$ cat config.mk
export PLATFORM = sky130hd
export DESIGN_NAME = tpi_sub
export DESIGN_NICKNAME = d
export VERILOG_FILES = /design/src/rtl/core/tpi_pkg.sv /design/src/rtl/core/tpi_sub.sv
export SDC_FILE = /design/constraint.sdc
export NUM_CORES = 1
export LEC_CHECK = 0
export BUFFER_PORTS_ARGS = -buffer_cell sky130_fd_sc_hd__buf_4
export CORE_MARGIN = 1
export CORE_UTILIZATION = 30
export CTS_BUF_LIST = sky130_fd_sc_hd__clkbuf_4 sky130_fd_sc_hd__clkbuf_8
export DETAILED_ROUTE_END_ITERATION = 10
export PLACE_DENSITY = 0.56
export REMOVE_ABC_BUFFERS = 1
export SLEW_MARGIN = 10
export SYNTH_ARGS = -nofsm -noshare
export SYNTH_HDL_FRONTEND = slang
export SYNTH_SLANG_ARGS = --single-unit
export TNS_END_PERCENT = 100
$ cat constraint.sdc
create_clock -name i_clk -period 3.4 [get_ports i_clk]
set_input_delay 0.17 -clock i_clk [delete_from_list [all_inputs] [get_ports i_clk]]
set_output_delay 0.17 -clock i_clk [all_outputs]
set_load 0.05 [all_outputs]
$ cat src/rtl/core/tpi_pkg.sv
package tpi_pkg;

    // Coordinate width default and fixed field widths
    localparam int COORD_BITS_DEF = 16;
    localparam int FIELD_BITS     = 16;
    localparam int VTX_BITS       = 48;
    localparam int VOL_BITS       = 51;
    localparam int IN_TDATA_BITS  = 48;
    localparam int OUT_TDATA_BITS = 56;

    // Configuration port
    localparam int ADDR_BITS = 5;
    localparam int DATA_BITS = 64;

    localparam logic [1:0] REG_VTX_A = 2'd0;
    localparam logic [1:0] REG_VTX_B = 2'd1;
    localparam logic [1:0] REG_VTX_C = 2'd2;
    localparam logic [1:0] REG_VTX_D = 2'd3;

    // Pipeline: diff, cross product terms, cross sum, dot terms, dot sum, output
    localparam int NUM_STAGES = 6;
    localparam int NUM_FACES  = 4;

    // Edge and point vectors produced by the first stage
    localparam int NUM_VEC = 8;
    localparam logic [2:0] VEC_AB = 3'd0;
    localparam logic [2:0] VEC_AC = 3'd1;
    localparam logic [2:0] VEC_AD = 3'd2;
    localparam logic [2:0] VEC_BC = 3'd3;
    localparam logic [2:0] VEC_BD = 3'd4;
    localparam logic [2:0] VEC_BA = 3'd5;
    localparam logic [2:0] VEC_AP = 3'd6;
    localparam logic [2:0] VEC_BP = 3'd7;

    // Load enables of a two-stage section
    typedef struct packed {
        logic first;
        logic second;
    } t_ld2;

    // Face f: normal = u x v, compared against opposite vector w and point vector q
    function automatic logic [2:0] face_u(input int f);
        logic [2:0] r;
        unique case (f)
            0:       r = VEC_AB;
            1:       r = VEC_AB;
            2:       r = VEC_AC;
            default: r = VEC_BC;
        endcase
        return r;
    endfunction

    function automatic logic [2:0] face_v(input int f);
        logic [2:0] r;
        unique case (f)
            0:       r = VEC_AC;
            1:       r = VEC_AD;
            2:       r = VEC_AD;
            default: r = VEC_BD;
        endcase
        return r;
    endfunction

    function automatic logic [2:0] face_w(input int f);
        logic [2:0] r;
        unique case (f)
            0:       r = VEC_AD;
            1:       r = VEC_AC;
            2:       r = VEC_AB;
            default: r = VEC_BA;
        endcase
        return r;
    endfunction

    function automatic logic [2:0] face_q(input int f);
        logic [2:0] r;
        unique case (f)
            0:       r = VEC_AP;
            1:       r = VEC_AP;
            2:       r = VEC_AP;
            default: r = VEC_BP;
        endcase
        return r;
    endfunction

endpackage

$ cat src/rtl/core/tpi_sub.sv
module tpi_sub
    import tpi_pkg::*;
#(
    parameter int COORD_BITS = COORD_BITS_DEF,
    localparam int DIFF_W = COORD_BITS + 1
) (
    input  logic                     i_clk,
    input  logic                     i_ld,
    input  logic [VTX_BITS-1:0]      i_vtx_a,
    input  logic [VTX_BITS-1:0]      i_vtx_b,
    input  logic [VTX_BITS-1:0]      i_vtx_c,
    input  logic [VTX_BITS-1:0]      i_vtx_d,
    input  logic [IN_TDATA_BITS-1:0] i_point,
    output logic signed [DIFF_W-1:0] o_vec [NUM_VEC][3]
);

    logic signed [COORD_BITS-1:0] a [3];
    logic signed [COORD_BITS-1:0] b [3];
    logic signed [COORD_BITS-1:0] c [3];
    logic signed [COORD_BITS-1:0] d [3];
    logic signed [COORD_BITS-1:0] p [3];
    logic signed [DIFF_W-1:0]     n_vec [NUM_VEC][3];
    logic signed [DIFF_W-1:0]     r_vec [NUM_VEC][3];

    always_comb begin
        for (int k = 0; k < 3; k++) begin
            a[k] = $signed(i_vtx_a[k*COORD_BITS +: COORD_BITS]);
            b[k] = $signed(i_vtx_b[k*COORD_BITS +: COORD_BITS]);
            c[k] = $signed(i_vtx_c[k*COORD_BITS +: COORD_BITS]);
            d[k] = $signed(i_vtx_d[k*COORD_BITS +: COORD_BITS]);
            p[k] = $signed(i_point[k*FIELD_BITS +: COORD_BITS]);
            n_vec[VEC_AB][k] = DIFF_W'(b[k]) - DIFF_W'(a[k]);
            n_vec[VEC_AC][k] = DIFF_W'(c[k]) - DIFF_W'(a[k]);
            n_vec[VEC_AD][k] = DIFF_W'(d[k]) - DIFF_W'(a[k]);
            n_vec[VEC_BC][k] = DIFF_W'(c[k]) - DIFF_W'(b[k]);
            n_vec[VEC_BD][k] = DIFF_W'(d[k]) - DIFF_W'(b[k]);
            n_vec[VEC_BA][k] = DIFF_W'(a[k]) - DIFF_W'(b[k]);
            n_vec[VEC_AP][k] = DIFF_W'(p[k]) - DIFF_W'(a[k]);
            n_vec[VEC_BP][k] = DIFF_W'(p[k]) - DIFF_W'(b[k]);
        end
    end

    always_ff @(posedge i_clk) begin
        if (i_ld) begin
            r_vec <= n_vec;
        end
    end

    assign o_vec = r_vec;

endmodule

==> run summary <==
Setup bufs post-CTS - 0
EDFF count, synth - 405
FFs w/ async S/R, synth - 0%
# IOs - 650
Reg clk slew, reported paths - 60 ps
Starting DRT DRC Count - 1870
Leading cell type in the layout, fill and taps excluded - buf_4
Antenna Violating Nets Remaining - 0
Min Tclk post-route - 3120 ps
Starting Density - 30.4%
Die Footprint - 102000 sq um
Routability congestion estimate - 0.940
CP Capture Type - register
Switching Share - 40.5%
Hpwl dp - 89600 um
Largest net degree at the start of global routing - 100
Unrepaired setup endpoints after global routing - no
Drt first pass iters - 5
Synthesis-to-finish area growth - 34.7%
CTS root buffer - clkbuf_8
Net Sw Power - 8390 uW
Synthesized cell area - 30100 sq um
Slew Viols, Final - 0
Worst vdd rail ir drop - 0.384 mV
Setup Viol. Count Final - 0
Most frequent cells in the layout - buf_4 (663), edfxtp_1 (405), ha_1 (384)
Cell leakage power - 0.0180 uW
Row count - 115
Post-synth top area cell - edfxtp_1
Area contributors post-synth - edfxtp_1 (40%), ha_1 (16%), xnor2_1 (5.4%)
Final Total Pwr - 20700 uW
Worst min-delay path class - in -> reg
Crit. Startpoint - i_vtx_a[1]
Final hold vios - 0
Setup TNS - 0 ps
Synth warn - 0
DR DRC count - 0
Vias per inst - 5.06
Max-cap violation count - 0
Final core utilization - 41.0%
WL per Instance - 21.0 um
H-tree Lvls - 3
Clk buf depth - 3
Vias in the first global route - 26612
CP endpoint - o_vec[304]
Clk pwr share - 25.5%
Status - finished clean
Initial antenna violation count - 13
Mapped Cells - 2953
Die Wd - 319 um
Seq pwr share - 33.2%
Period utilisation layout - 91.7%
First-pass GRT wire length - 159000 um
Share of the synthesized area in the top cell type - 40.4%
Power Density - 511 nW/um^2
Worst-margin pin slew - 1030 ps
Clk sinks - 405
Final worst setup slack - 281 ps
CTS tree - done
Critical path launch point type - input pin
WHS - 76.9 ps
Synthesized flop and latch total - 405
Synth Flop Type - edfxtp_1
Total GRT Usage - 20.9%
Core area - 99000 sq um
Vias - 26513
Kind of critical path - in -> reg
Comb power frac - 41.3%
FMAX - 321 MHz
Placement Setup Slack - 466 ps
Relative slew slack - 31.7%
Worst Path Required - 3860 ps
Share of cells above drive strength 1 - 21.7%
Grt total ovfl - 0
Post-layout nets - 4532
Post-synthesis sequential area ratio - 40.4%
Die height - 319 um
Max reg flops - 405
Internal - 12400 uW
WL final - 110000 um
Mapped Avg Cell Area - 10.2 sq um
IO buf count - 649
Distinct cells, synth - 75
TritonCTS Buffers - 83
Critical path arrival - 3570 ps
Max Fanout on Critical Path - 6
## final cells by class
type	instances	area [sq um]
diodes	11	27.5
clock buffers	107	1330
clock inverters	41	318
fillers	9816	58400
inverters	253	950
multi-input cells	2241	16800
flip-flops and latches	405	12200
well taps	1287	1610
repair buffers	898	7390
## worst min-delay path by stage
stage	cells after the start	startpoint	slack [ps]	end
floorplan	0	i_ld	280	o_vec[0]
global placement	3	i_vtx_b[32]	610	o_vec[102]
detailed placement	3	i_vtx_b[32]	620	o_vec[102]
CTS	3	i_vtx_b[39]	1	o_vec[364]
global route	1	i_ld	50	o_vec[323]
finish	1	i_ld	80	o_vec[221]
## power groups by stage
| stage | Sequential, uW | Combinational (uW) | Clock [uW] |
|---|---|---|---|
| floorplan | 9570 | 2820 | 0 |
| global placement | 6980 | 8170 | 0 |
| detailed placement | 6970 | 8190 | 0 |
| CTS | 6900 | 8550 | 5480 |
| global route | 6950 | 9050 | 5670 |
| finish | 6890 | 8560 | 5290 |
## per-stage QoR
step,instance area (sq um),cells
after detailed placement,36600,4856
after global placement,36600,4856
final,40600,5243
after global routing,40600,5242
after CTS,40600,5232
after floorplan,29900,2899
## metal layers
metal | GRT usage (%) | part of all wire, % | vias up
met5 | 0 | 0.052 | -
met4 | 9.03 | 3.9 | 8
met3 | 4.09 | 6.1 | 196
met2 | 35.8 | 48 | 885
met1 | 25.3 | 42 | 12662
li1 | - | - | 12762
## repair_timing
item / 4_1_cts / 5_1_grt
hold buffers: 228 / 0
endpoints found under the hold margin: 322 / 0
resized for setup: 0 / 0
## Yosys cell counts, types with 45 or more instances
library cell	instances
a21o_1	106
a21oi_1	195
clkbuf_1	45
edfxtp_1	405
ha_1	384
inv_1	252
nand2_1	141
nand3_1	65
nor2_1	232
nor2b_1	65
nor3_1	60
o21a_1	63
o21ai_0	173
xnor2_1	187
xor2_1	70
## cells by family (layout without fill, tap and decap cells)
| group | after synthesis | after routing | synth area share, % |
|---|---|---|---|
| and+or+nand+nor | 735 | 735 | 12.0 |
| adders and majority gates | 408 | 408 | 17.5 |
| buffers and inverters | 307 | 1299 | 3.90 |
| DFF | 405 | 405 | 40.4 |
| AOI/OAI and AO/OA | 832 | 832 | 18.5 |
| xor gates and xnor gates | 257 | 257 | 7.47 |
| muxes | 9 | 9 | 0.303 |
| other | 0 | 11 | 0 |
## critical path: stages
cell           delay (ps)
dlygate4sd3_1         600
buf_4                 210
inv_1                 260
ha_1                  280
nor2b_1               150
o31a_1                280
o31a_1                280
o21bai_1              350
o21ai_0               150
a21oi_1               200
xnor2_1                80
dlygate4sd3_1         560
No activity file was read; power rests on OpenSTA's default activity.
